File: src/hw/rtl/jbt_pkg.sv
// ----------------------------------------------------------------------------
// jbt_pkg: shared types and codes for the JSON byte tokenizer
// Token kinds, error codes and the result record used by the tokenizer core.
// ----------------------------------------------------------------------------
package jbt_pkg;

  localparam int KindW = 5;
  localparam int ErrW  = 3;

  typedef enum logic [KindW-1:0] {
    KIND_LBRACE  = 5'd0,
    KIND_RBRACE  = 5'd1,
    KIND_LBRACK  = 5'd2,
    KIND_RBRACK  = 5'd3,
    KIND_COLON   = 5'd4,
    KIND_COMMA   = 5'd5,
    KIND_STRING  = 5'd6,
    KIND_INT     = 5'd7,
    KIND_FLOAT   = 5'd8,
    KIND_PERIOD  = 5'd9,
    KIND_TRUE    = 5'd10,
    KIND_FALSE   = 5'd11,
    KIND_NULL    = 5'd12,
    KIND_WORD    = 5'd13,
    KIND_END     = 5'd14,
    KIND_TEXT    = 5'd15,
    KIND_ERROR   = 5'd16
  } kind_t;

  typedef enum logic [ErrW-1:0] {
    ERR_NONE       = 3'd0,
    ERR_END_STR    = 3'd1,
    ERR_END_ESC    = 3'd2,
    ERR_BAD_ESC    = 3'd3,
    ERR_BAD_HEX    = 3'd4,
    ERR_BAD_NUMBER = 3'd5,
    ERR_OVERFLOW   = 3'd6
  } err_t;

  typedef struct packed {
    kind_t              kind;
    logic [7:0]         text_byte;
    logic signed [63:0] int_value;
    err_t               error_code;
  } res_t;

  function automatic res_t mk_res(kind_t k, logic [7:0] b, logic [63:0] v, err_t e);
    res_t r;
    r.kind       = k;
    r.text_byte  = b;
    r.int_value  = v;
    r.error_code = e;
    return r;
  endfunction

endpackage

File: src/hw/rtl/json_byte_tokenizer.sv
// Each accepted byte's results are registered into the result queue as the byte is taken.
// Throughput: one byte per cycle while output is ready and each byte yields at most one
// result; a byte that yields two or three results (word close, \u escape) holds the input
// until the four-entry result queue, draining one beat per ready cycle, is at most one deep.
// Input ready depends only on the registered queue count, never on output ready.
// Reset: synchronous, active high; clears the lexer state and empties the queue.
// ----------------------------------------------------------------------------
// json_byte_tokenizer: streaming JSON tokenizer, one byte per beat
// Single-pass lexer step from the lexer state and the input beat into a small
// result queue that feeds the output stream.
// ----------------------------------------------------------------------------
module json_byte_tokenizer
  import jbt_pkg::*;
(
  input  logic        clk,
  input  logic        rst,
  input  logic        s_tvalid,
  output logic        s_tready,
  input  logic [7:0]  s_tdata,   // [7:0] data_byte
  input  logic        s_tlast,   // end_of_document
  output logic        m_tvalid,
  input  logic        m_tready,
  output logic [79:0] m_tdata,   // [7:0] text_byte, [71:8] int_value, [74:72] error_code
  output logic [4:0]  m_tuser,   // [4:0] kind
  output logic        m_tlast    // last_of_item
);

  // Lexer modes. Number modes follow the grammar: sign, integer digits, dot,
  // fraction digits, exponent mark, exponent sign, exponent digits.
  typedef enum logic [3:0] {
    M_IDLE, M_STR, M_ESC, M_HEX, M_WORD, M_NSIGN, M_NINT, M_NDOT,
    M_NFRAC, M_NEXP, M_NEXPS, M_NEXPD, M_ERR
  } mode_t;

  localparam logic [3:0]  KmDead   = 4'd15;
  localparam logic [63:0] AccLimit = 64'd922337203685477580;

  // Keyword matcher: walks "true" (1..4), "false" (5..9), "null" (10..13).
  function automatic logic [7:0] km_char(logic [3:0] m);
    logic [7:0] r;
    unique case (m)
      4'd1: r = "r";  4'd2: r = "u";  4'd3: r = "e";
      4'd5: r = "a";  4'd6: r = "l";  4'd7: r = "s";  4'd8: r = "e";
      4'd10: r = "u"; 4'd11: r = "l"; 4'd12: r = "l";
      default: r = 8'd0;
    endcase
    return r;
  endfunction

  function automatic logic [3:0] km_adv(logic [3:0] m, logic [7:0] c);
    logic [3:0] r;
    r = KmDead;
    if (m == 4'd0) begin
      if (c == "t") r = 4'd1;
      else if (c == "f") r = 4'd5;
      else if (c == "n") r = 4'd10;
    end else if (km_char(m) != 8'd0 && c == km_char(m)) begin
      r = m + 4'd1;
    end
    return r;
  endfunction

  function automatic kind_t km_kind(logic [3:0] m, kind_t fb);
    kind_t r;
    r = fb;
    if (m == 4'd4) r = KIND_TRUE;
    else if (m == 4'd9) r = KIND_FALSE;
    else if (m == 4'd13) r = KIND_NULL;
    return r;
  endfunction

  // Lexer state
  mode_t       mode, mode_next;
  logic [1:0]  hex_cnt, hex_cnt_next;
  logic [15:0] hex_val, hex_val_next;
  logic [63:0] mag, mag_next;
  logic        neg, neg_next;
  logic        frac, frac_next;
  logic        ovf, ovf_next;
  logic [3:0]  km, km_next;

  // Result queue: entry 0 is the output register. The fourth entry lets a new
  // byte land behind a stalled head beat.
  res_t       q [4];
  logic [3:0] q_last;
  logic [2:0] cnt;

  logic       in_fire, out_fire, keep_head;
  logic [7:0] c;
  logic       byte_ws, byte_dec;

  assign c        = s_tdata;
  assign byte_ws  = (c == 8'd32) || (c >= 8'd9 && c <= 8'd13);
  assign byte_dec = (c >= "0") && (c <= "9");

  assign s_tready  = (cnt <= 3'd1);
  assign in_fire   = s_tvalid && s_tready;
  assign m_tvalid  = (cnt != 3'd0);
  assign out_fire  = m_tvalid && m_tready;
  assign keep_head = (cnt == 3'd1) && !m_tready;

  assign m_tdata = {5'd0, q[0].error_code, q[0].int_value, q[0].text_byte};
  assign m_tuser = q[0].kind;
  assign m_tlast = q_last[0];

  // What the byte does when the lexer is idle. This also serves the byte that
  // closes a word or a number, which is then handled as if idle.
  logic       idle_push, idle_num, idle_neg;
  res_t       idle_res;
  mode_t      idle_mode;
  logic [3:0] idle_km;

  always_comb begin
    idle_push = 1'b1;
    idle_num  = 1'b0;
    idle_neg  = (c == "-");
    idle_mode = M_IDLE;
    idle_km   = 4'd0;
    idle_res  = mk_res(KIND_TEXT, c, 64'd0, ERR_NONE);
    priority if (c == "{") idle_res.kind = KIND_LBRACE;
    else if (c == "}") idle_res.kind = KIND_RBRACE;
    else if (c == "[") idle_res.kind = KIND_LBRACK;
    else if (c == "]") idle_res.kind = KIND_RBRACK;
    else if (c == ":") idle_res.kind = KIND_COLON;
    else if (c == ",") idle_res.kind = KIND_COMMA;
    else if (c == ".") idle_res.kind = KIND_PERIOD;
    else if (c == "\"") begin
      idle_push = 1'b0;
      idle_mode = M_STR;
    end else if (byte_ws) begin
      idle_push = 1'b0;
    end else if (byte_dec || c == "-") begin
      idle_num  = 1'b1;
      idle_mode = idle_neg ? M_NSIGN : M_NINT;
    end else begin
      idle_mode = M_WORD;
      idle_km   = km_adv(4'd0, c);
    end
    if (idle_res.kind != KIND_TEXT) idle_res.text_byte = 8'd0;
  end

  // Closing a number with the current state.
  logic  close_err;
  res_t  close_res;
  always_comb begin
    close_err = 1'b0;
    close_res = mk_res(KIND_INT, 8'd0, neg ? (64'd0 - mag) : mag, ERR_NONE);
    if (mode == M_NSIGN || mode == M_NDOT || mode == M_NEXP || mode == M_NEXPS) begin
      close_err = 1'b1;
      close_res = mk_res(KIND_ERROR, 8'd0, 64'd0, ERR_BAD_NUMBER);
    end else if (frac) begin
      close_res = mk_res(KIND_FLOAT, 8'd0, 64'd0, ERR_NONE);
    end else if (ovf || (!neg && mag[63])) begin
      close_err = 1'b1;
      close_res = mk_res(KIND_ERROR, 8'd0, 64'd0, ERR_OVERFLOW);
    end
  end

  // Escape decode and hex digit value
  logic [8:0]  esc_d;
  logic [4:0]  nib;
  logic [15:0] hv;
  always_comb begin
    unique case (c)
      "\"":    esc_d = 9'h022;
      "\\":    esc_d = 9'h05c;
      "/":     esc_d = 9'h02f;
      "b":     esc_d = 9'd8;
      "f":     esc_d = 9'd12;
      "n":     esc_d = 9'd10;
      "r":     esc_d = 9'd13;
      "t":     esc_d = 9'd9;
      default: esc_d = 9'h100;
    endcase
    if (byte_dec) nib = {1'b0, c[3:0]};
    else if (c >= "a" && c <= "f") nib = 5'(c - "a" + 8'd10);
    else if (c >= "A" && c <= "F") nib = 5'(c - "A" + 8'd10);
    else nib = 5'd16;
    hv = {hex_val[11:0], nib[3:0]};
  end

  // Integer accumulation: magnitude times ten plus digit, by shifts and adds.
  logic [63:0] mag10;
  logic        acc_ovf;
  assign mag10   = (mag << 3) + (mag << 1) + {60'd0, c[3:0]};
  assign acc_ovf = (mag > AccLimit) || (mag == AccLimit && c[3:0] > 4'd8);

  // One lexer step: up to three results.
  res_t       res [3];
  logic [1:0] n;
  mode_t      nm;
  logic       nm_ok;
  logic [3:0] new_last;

  assign new_last = {1'b0, n == 2'd3, n == 2'd2, n == 2'd1};

  always_comb begin
    n            = 2'd0;
    res[0]       = mk_res(KIND_END, 8'd0, 64'd0, ERR_NONE);
    res[1]       = res[0];
    res[2]       = res[0];
    mode_next    = mode;
    hex_cnt_next = hex_cnt;
    hex_val_next = hex_val;
    mag_next     = mag;
    neg_next     = neg;
    frac_next    = frac;
    ovf_next     = ovf;
    km_next      = km;
    nm           = M_IDLE;
    nm_ok        = 1'b0;

    if (s_tlast) begin
      unique case (mode)
        M_STR: begin
          res[n] = mk_res(KIND_ERROR, 8'd0, 64'd0, ERR_END_STR); n = n + 2'd1;
        end
        M_ESC, M_HEX: begin
          res[n] = mk_res(KIND_ERROR, 8'd0, 64'd0, ERR_END_ESC); n = n + 2'd1;
        end
        M_WORD: begin
          res[n] = mk_res(km_kind(km, KIND_WORD), 8'd0, 64'd0, ERR_NONE); n = n + 2'd1;
        end
        M_NSIGN, M_NINT, M_NDOT, M_NFRAC, M_NEXP, M_NEXPS, M_NEXPD: begin
          res[n] = close_res; n = n + 2'd1;
        end
        default: ;
      endcase
      res[n]       = mk_res(KIND_END, 8'd0, 64'd0, ERR_NONE); n = n + 2'd1;
      mode_next    = M_IDLE;
      hex_cnt_next = 2'd0;
      hex_val_next = 16'd0;
      mag_next     = 64'd0;
      neg_next     = 1'b0;
      frac_next    = 1'b0;
      ovf_next     = 1'b0;
      km_next      = 4'd0;
    end else begin
      // Number grammar step
      unique case (mode)
        M_NSIGN, M_NINT: begin
          if (byte_dec) begin nm = M_NINT; nm_ok = 1'b1; end
          else if (mode == M_NINT && c == ".") begin nm = M_NDOT; nm_ok = 1'b1; end
          else if (mode == M_NINT && (c == "e" || c == "E")) begin
            nm = M_NEXP; nm_ok = 1'b1;
          end
        end
        M_NDOT, M_NFRAC: begin
          if (byte_dec) begin nm = M_NFRAC; nm_ok = 1'b1; end
          else if (mode == M_NFRAC && (c == "e" || c == "E")) begin
            nm = M_NEXP; nm_ok = 1'b1;
          end
        end
        M_NEXP: begin
          if (byte_dec) begin nm = M_NEXPD; nm_ok = 1'b1; end
          else if (c == "+" || c == "-") begin nm = M_NEXPS; nm_ok = 1'b1; end
        end
        M_NEXPS, M_NEXPD: begin
          if (byte_dec) begin nm = M_NEXPD; nm_ok = 1'b1; end
        end
        default: ;
      endcase

      unique case (mode)
        M_IDLE, M_WORD, M_NSIGN, M_NINT, M_NDOT, M_NFRAC, M_NEXP, M_NEXPS,
        M_NEXPD: begin
          if (mode != M_IDLE && mode != M_WORD && nm_ok) begin
            res[n]    = mk_res(KIND_TEXT, c, 64'd0, ERR_NONE); n = n + 2'd1;
            mode_next = nm;
            if (nm == M_NDOT || nm == M_NEXP) frac_next = 1'b1;
            if ((mode == M_NSIGN || mode == M_NINT) && byte_dec && !ovf) begin
              if (acc_ovf) ovf_next = 1'b1;
              else mag_next = mag10;
            end
          end else if (mode == M_WORD && !(byte_ws || c == "{" || c == "}" ||
                       c == "[" || c == "]" || c == "," || c == ":" || c == "\"")) begin
            res[n]  = mk_res(KIND_TEXT, c, 64'd0, ERR_NONE); n = n + 2'd1;
            km_next = km_adv(km, c);
          end else begin
            // Close the pending word or number, then treat the byte as idle.
            if (mode == M_WORD) begin
              res[n] = mk_res(km_kind(km, KIND_WORD), 8'd0, 64'd0, ERR_NONE);
              n = n + 2'd1;
            end else if (mode != M_IDLE) begin
              res[n] = close_res; n = n + 2'd1;
              mode_next = close_err ? M_ERR : M_IDLE;
            end
            if (mode == M_IDLE || mode == M_WORD || !close_err) begin
              if (idle_push) begin res[n] = idle_res; n = n + 2'd1; end
              mode_next = idle_mode;
              if (idle_mode == M_STR || idle_mode == M_WORD) km_next = idle_km;
              if (idle_num) begin
                neg_next  = idle_neg;
                frac_next = 1'b0;
                ovf_next  = 1'b0;
                mag_next  = idle_neg ? 64'd0 : {60'd0, c[3:0]};
              end
            end
          end
        end
        M_STR: begin
          if (c == "\"") begin
            mode_next = M_IDLE;
            res[n] = mk_res(km_kind(km, KIND_STRING), 8'd0, 64'd0, ERR_NONE); n = n + 2'd1;
          end else if (c == "\\") begin
            mode_next = M_ESC;
          end else begin
            res[n]  = mk_res(KIND_TEXT, c, 64'd0, ERR_NONE); n = n + 2'd1;
            km_next = km_adv(km, c);
          end
        end
        M_ESC: begin
          if (c == "u") begin
            mode_next    = M_HEX;
            hex_cnt_next = 2'd0;
            hex_val_next = 16'd0;
          end else if (!esc_d[8]) begin
            mode_next = M_STR;
            res[n]    = mk_res(KIND_TEXT, esc_d[7:0], 64'd0, ERR_NONE); n = n + 2'd1;
            km_next   = km_adv(km, esc_d[7:0]);
          end else begin
            mode_next = M_ERR;
            res[n] = mk_res(KIND_ERROR, 8'd0, 64'd0, ERR_BAD_ESC); n = n + 2'd1;
          end
        end
        M_HEX: begin
          if (nib[4]) begin
            mode_next = M_ERR;
            res[n] = mk_res(KIND_ERROR, 8'd0, 64'd0, ERR_BAD_HEX); n = n + 2'd1;
          end else begin
            hex_val_next = hv;
            if (hex_cnt != 2'd3) begin
              hex_cnt_next = hex_cnt + 2'd1;
            end else begin
              hex_cnt_next = 2'd0;
              mode_next    = M_STR;
              // Any byte at or above 0x80 kills a keyword match.
              if (hv <= 16'd127) begin
                res[0]  = mk_res(KIND_TEXT, hv[7:0], 64'd0, ERR_NONE);
                n       = 2'd1;
                km_next = km_adv(km, hv[7:0]);
              end else if (hv <= 16'd2047) begin
                res[0]  = mk_res(KIND_TEXT, 8'hc0 | 8'(hv >> 6), 64'd0, ERR_NONE);
                res[1]  = mk_res(KIND_TEXT, 8'h80 | {2'b0, hv[5:0]}, 64'd0, ERR_NONE);
                n       = 2'd2;
                km_next = KmDead;
              end else begin
                res[0]  = mk_res(KIND_TEXT, 8'he0 | {4'b0, hv[15:12]}, 64'd0, ERR_NONE);
                res[1]  = mk_res(KIND_TEXT, 8'h80 | {2'b0, hv[11:6]}, 64'd0, ERR_NONE);
                res[2]  = mk_res(KIND_TEXT, 8'h80 | {2'b0, hv[5:0]}, 64'd0, ERR_NONE);
                n       = 2'd3;
                km_next = KmDead;
              end
            end
          end
        end
        default: ;  // sticky error: data bytes are dropped
      endcase
    end
  end

  always_ff @(posedge clk) begin
    if (rst) begin
      mode    <= M_IDLE;
      hex_cnt <= 2'd0;
      hex_val <= 16'd0;
      mag     <= 64'd0;
      neg     <= 1'b0;
      frac    <= 1'b0;
      ovf     <= 1'b0;
      km      <= 4'd0;
      cnt     <= 3'd0;
      q_last  <= 4'd0;
    end else begin
      if (in_fire) begin
        mode    <= mode_next;
        hex_cnt <= hex_cnt_next;
        hex_val <= hex_val_next;
        mag     <= mag_next;
        neg     <= neg_next;
        frac    <= frac_next;
        ovf     <= ovf_next;
        km      <= km_next;
      end
      // A new byte behind a stalled head beat lands after it.
      if (in_fire && keep_head) begin
        cnt    <= 3'd1 + {1'b0, n};
        q_last <= {new_last[2:0], q_last[0]};
      end else if (in_fire) begin
        cnt    <= {1'b0, n};
        q_last <= new_last;
      end else if (out_fire) begin
        cnt    <= cnt - 3'd1;
        q_last <= {1'b0, q_last[3:1]};
      end
    end
  end

  // Queue payload needs no reset.
  always_ff @(posedge clk) begin
    if (in_fire && keep_head) begin
      q[1] <= res[0];
      q[2] <= res[1];
      q[3] <= res[2];
    end else if (in_fire) begin
      q[0] <= res[0];
      q[1] <= res[1];
      q[2] <= res[2];
    end else if (out_fire) begin
      q[0] <= q[1];
      q[1] <= q[2];
      q[2] <= q[3];
    end
  end

endmodule

File: config.mk
export PLATFORM = sky130hd
export DESIGN_NAME = json_byte_tokenizer
export DESIGN_NICKNAME = d
export VERILOG_FILES = /design/src/hw/rtl/jbt_pkg.sv /design/src/hw/rtl/json_byte_tokenizer.sv
export SDC_FILE = /design/constraint.sdc
export NUM_CORES = 1
export LEC_CHECK = 0
export BUFFER_PORTS_ARGS = -buffer_cell sky130_fd_sc_hd__buf_2
export CAP_MARGIN = 20
export CELL_PAD_IN_SITES_DETAIL_PLACEMENT = 1
export CELL_PAD_IN_SITES_GLOBAL_PLACEMENT = 1
export CORE_MARGIN = 8
export CORE_UTILIZATION = 48
export DETAILED_ROUTE_END_ITERATION = 10
export PLACE_DENSITY = 0.92
export SLEW_MARGIN = 30
export SYNTH_ARGS = -nofsm -noshare
export SYNTH_HDL_FRONTEND = slang
export SYNTH_SLANG_ARGS = --single-unit
File: constraint.sdc
create_clock -name clk -period 6.2 [get_ports clk]
set_input_delay 1.86 -clock clk [delete_from_list [all_inputs] [get_ports clk]]
set_output_delay 1.86 -clock clk [all_outputs]
set_load 0.02 [all_outputs]
==> impl_results.md <==
* P_sw at around 2.9 mW
* Count of cell types in the netlist at 90
* Cts bufs inserted at 31
* TNS Setup at 0 ns
* Core Area at 0.0406 mm²
* Internal power at 4.65 mW
* Largest family of logic cells by synthesized area: compound AO/OA/AOI/OAI gates
* Total power at 7.52 mW
* Post-synth EDFFs at 179
* Max_cap viols at 0
* Critical Path RT at 6.65 ns
* Number of synthesized register bits at approximately 280
* Leak pwr at 8.86 nW
* FP Rows at 74
* Most frequent cells in the layout: 264 x nand2_1, 248 x nor2_1, 179 x edfxtp_1
* Dpl cells at 2,824
* Synth area leader: edfxtp_1
* Initial core utilization at 48.3%
* Hold Path Origin: hex_cnt[1]
* Die area at 0.0476 mm²
* Clock share of power at roughly a quarter
* Clock buffer depth at 3
* Max VDD drop at 0.241 mV
* Layout Skew at ~0.027 ns
* Post-Syn Area at 0.0196 mm²
* Worst r2r dst: q[0][65]
* Vias per Instance at between 6 and 7
* Routed len/inst at roughly 24 µm
* I/O Buffers at 95
* Hold Buf Count CTS at 0
* GP Congestion at ~0.97
* Max H-tree Level at 1
* Normalized max-slew margin at between 20% and 30%
* Vias at about 19,000
* Detail Placement HPWL at slightly above 50,000 µm
* Clk sinks at 281
* Grt total ovfl at 0
* Worst reg-to-reg path cell count at 11
* Most common cell after layout, fill and taps aside: nand2_1
* Xor/xnor share of the synthesized area at 5.75%
* Fraction of the mapped netlist area in adder cells at approximately a tenth
* Crit Reg-Reg Startpoint: mag[16]
* Latest clock arrival within the worst-skew pair at 0.60 ns
* WS Path Type: input port to flop
* # setup viols final at 0
* Worst-Margin Slew at roughly 1.1 ns
* RSZ-0062 raised after global routing: false
* Startpoint types: input port
* Max Freq at 0.178 GHz
* Vias in the first global route at 19,400
* Max FO, Critical Path at 8
* Nets at 2,485
* Max-slew violation count at 0
* Residual DRC at 0
* Synth Area in Compound Gates at 22.4%
* Fin cells at 2,884
* Mux share of post-synthesis cell area at 0.421%
* Sequential-to-total area share from yosys stat at 37.8%
* Synth area leaders: edfxtp_1 27%, dfxtp_1 10%, ha_1 9.2%
* Clock Pin Slew Worst Setup and Hold Paths at 0.06 ns
* Die Y at about 220 µm
* Predominant post-synthesis flop cell: edfxtp_1
* Maximum number of pins on one net before global-route repair at 56
* Seq pwr share at a little over two fifths
* Hold Path Cell Cnt at 2
* Top-level I/O count at approximately 100
* Final Core Density at a little over half
* Final ANT Viol Nets at 0
* Post-Synth Simple-Gate Area at 20.5%
* GRT Overall Usage at 28.0%
* Syn Inst Count at 2,281
* Post-Route WL at between 60,000 and 70,000 µm
* Yosys warns at 0
* Area Overhead vs Synth at 10.9%
* Number of post-CTS setup repair buffers at 0
* CTS root buf: clkbuf_16
* Combinational Power Share at 32.0%
* CP arrival at 6.07 ns
* Post-CTS Resized at 0
* Switching portion of total power at 38.2%
* Fill cell total of the finished layout at 4,794
* Final min period at 5.63 ns
* Internal reg-to-reg setup slack at between 1 and 1.5 ns
* Outcome: finished, final reports clean
* Hold Path Class: flop to flop
* Antenna violations before repair at 3
* Initial drt markers at 1,866
* Hold EP: hex_cnt[1]
* Fin. Hold Viols at 0
* CP endpoint kind: flop
* Power Density at about 350 mW/mm²
* Initial DRT Pass Iterations at 7
* Top cell type's share of synthesized area at 27.4%
* Layout cell share with drive strength beyond 1 at approximately a tenth
* Period utilization at between 90% and 100%
* First-pass GRT wire length at around 110,000 µm
* Avg Inst Size Synth at 8.61 µm²
* Multi-input logic area at roughly 0.012 mm²
* Storage element area at 0.00742 mm²
* Async SR Flop Fraction at 0%
* Die width at 218 µm
* CTS tree: yes
per-layer routing:
layer	routed length, µm	vias up	track usage (%)	part of all wire, %
met1	28500	9264	35.1	41
met4	3230	0	12.7	4.6
met2	33700	762	47.9	48
li1	-	8516	-	-
met3	4070	221	3.33	5.9
met5	0	-	0	0
critical path, stage by stage:
cell	delay (ns)
buf_2	0.17
inv_1	0.10
ha_1	0.28
nor3b_1	0.60
nor3_1	0.21
a22o_1	0.37
xnor2_1	0.18
o2111ai_1	0.22
o41ai_1	0.14
a221o_1	0.34
o21ai_1	0.29
nor2b_1	0.39
inv_1	0.19
ha_1	0.25
nor3b_1	0.16
a31oi_1	0.23
o21ai_1	0.09
power by group through the flow:
stage / registers [mW] / logic, mW / clock network (mW)
after floorplan: 3.45 / 1.15 / 0
after global placement: 3.08 / 2.24 / 0
after detailed placement: 3.15 / 2.37 / 0
after CTS: 3.13 / 2.40 / 2.00
after global routing: 3.18 / 2.58 / 2.07
final: 3.13 / 2.41 / 1.98
layout make-up:
cell class | instances | share of cell area [%]
multi-input combinational | 1818 | 53.1
sequential | 281 | 34.1
timing repair buffer | 145 | 4.02
clock buffer | 38 | 3.68
tap | 532 | 3.06
clock inverter | 20 | 1.23
inverter | 48 | 0.827
antenna | 2 | 0.0230
synth_stat cells, types with 17 or more instances:
library cell	number
or3_1	23
inv_1	45
nand2b_1	21
edfxtp_1	179
a21oi_1	154
nor2_1	251
dfxtp_1	102
nand2_1	266
nor4_1	22
clkbuf_1	125
o21ai_1	71
a31oi_1	21
nand3_1	45
nand4_1	20
a21o_1	55
nor2b_1	26
xnor2_1	44
a211oi_1	17
o31ai_1	59
nor3_1	57
xor2_1	85
ha_1	145
o21ai_0	121
a22oi_1	40
and3_1	21
state kept, by name (all words and copies together) (netlist names), named ones only:
signal,flops
q,179
q_last,4
frac,1
hex_val,12
mag,64
hex_cnt,2
ovf,1
km,4
neg,1
mode,4
cnt,3
stage by stage:
| stage | hold WS [ns] | worst slack, ns | instance area, µm² |
|---|---|---|---|
| 3_5_place_dp | 0.455 | 0.212 | 20700 |
| 3_3_place_gp | 0.442 | 0.446 | 20700 |
| 5_1_grt | 0.504 | 0.271 | 21800 |
| 4_1_cts | 0.464 | 0.778 | 21800 |
| 2_1_floorplan | 0.436 | 0.814 | 19700 |
| 6_report | 0.461 | 0.572 | 21800 |
worst max-delay path by stage:
stage / startpoint / end
after floorplan: s_tdata[0] / flop
after global placement: s_tdata[1] / flop
after detailed placement: s_tdata[1] / flop
after CTS: s_tdata[1] / flop
after global routing: s_tdata[0] / flop
final: s_tdata[1] / flop
logic make-up after synthesis:
logic type / Yosys count
AOI/OAI and AO/OA: 684
xor gates and xnor gates: 129
adders and majority gates: 147
buffers and inverters: 186
DFF: 281
muxes: 8
other: 1
and+or+nand+nor: 845
Power figures use the tool's default switching activity.
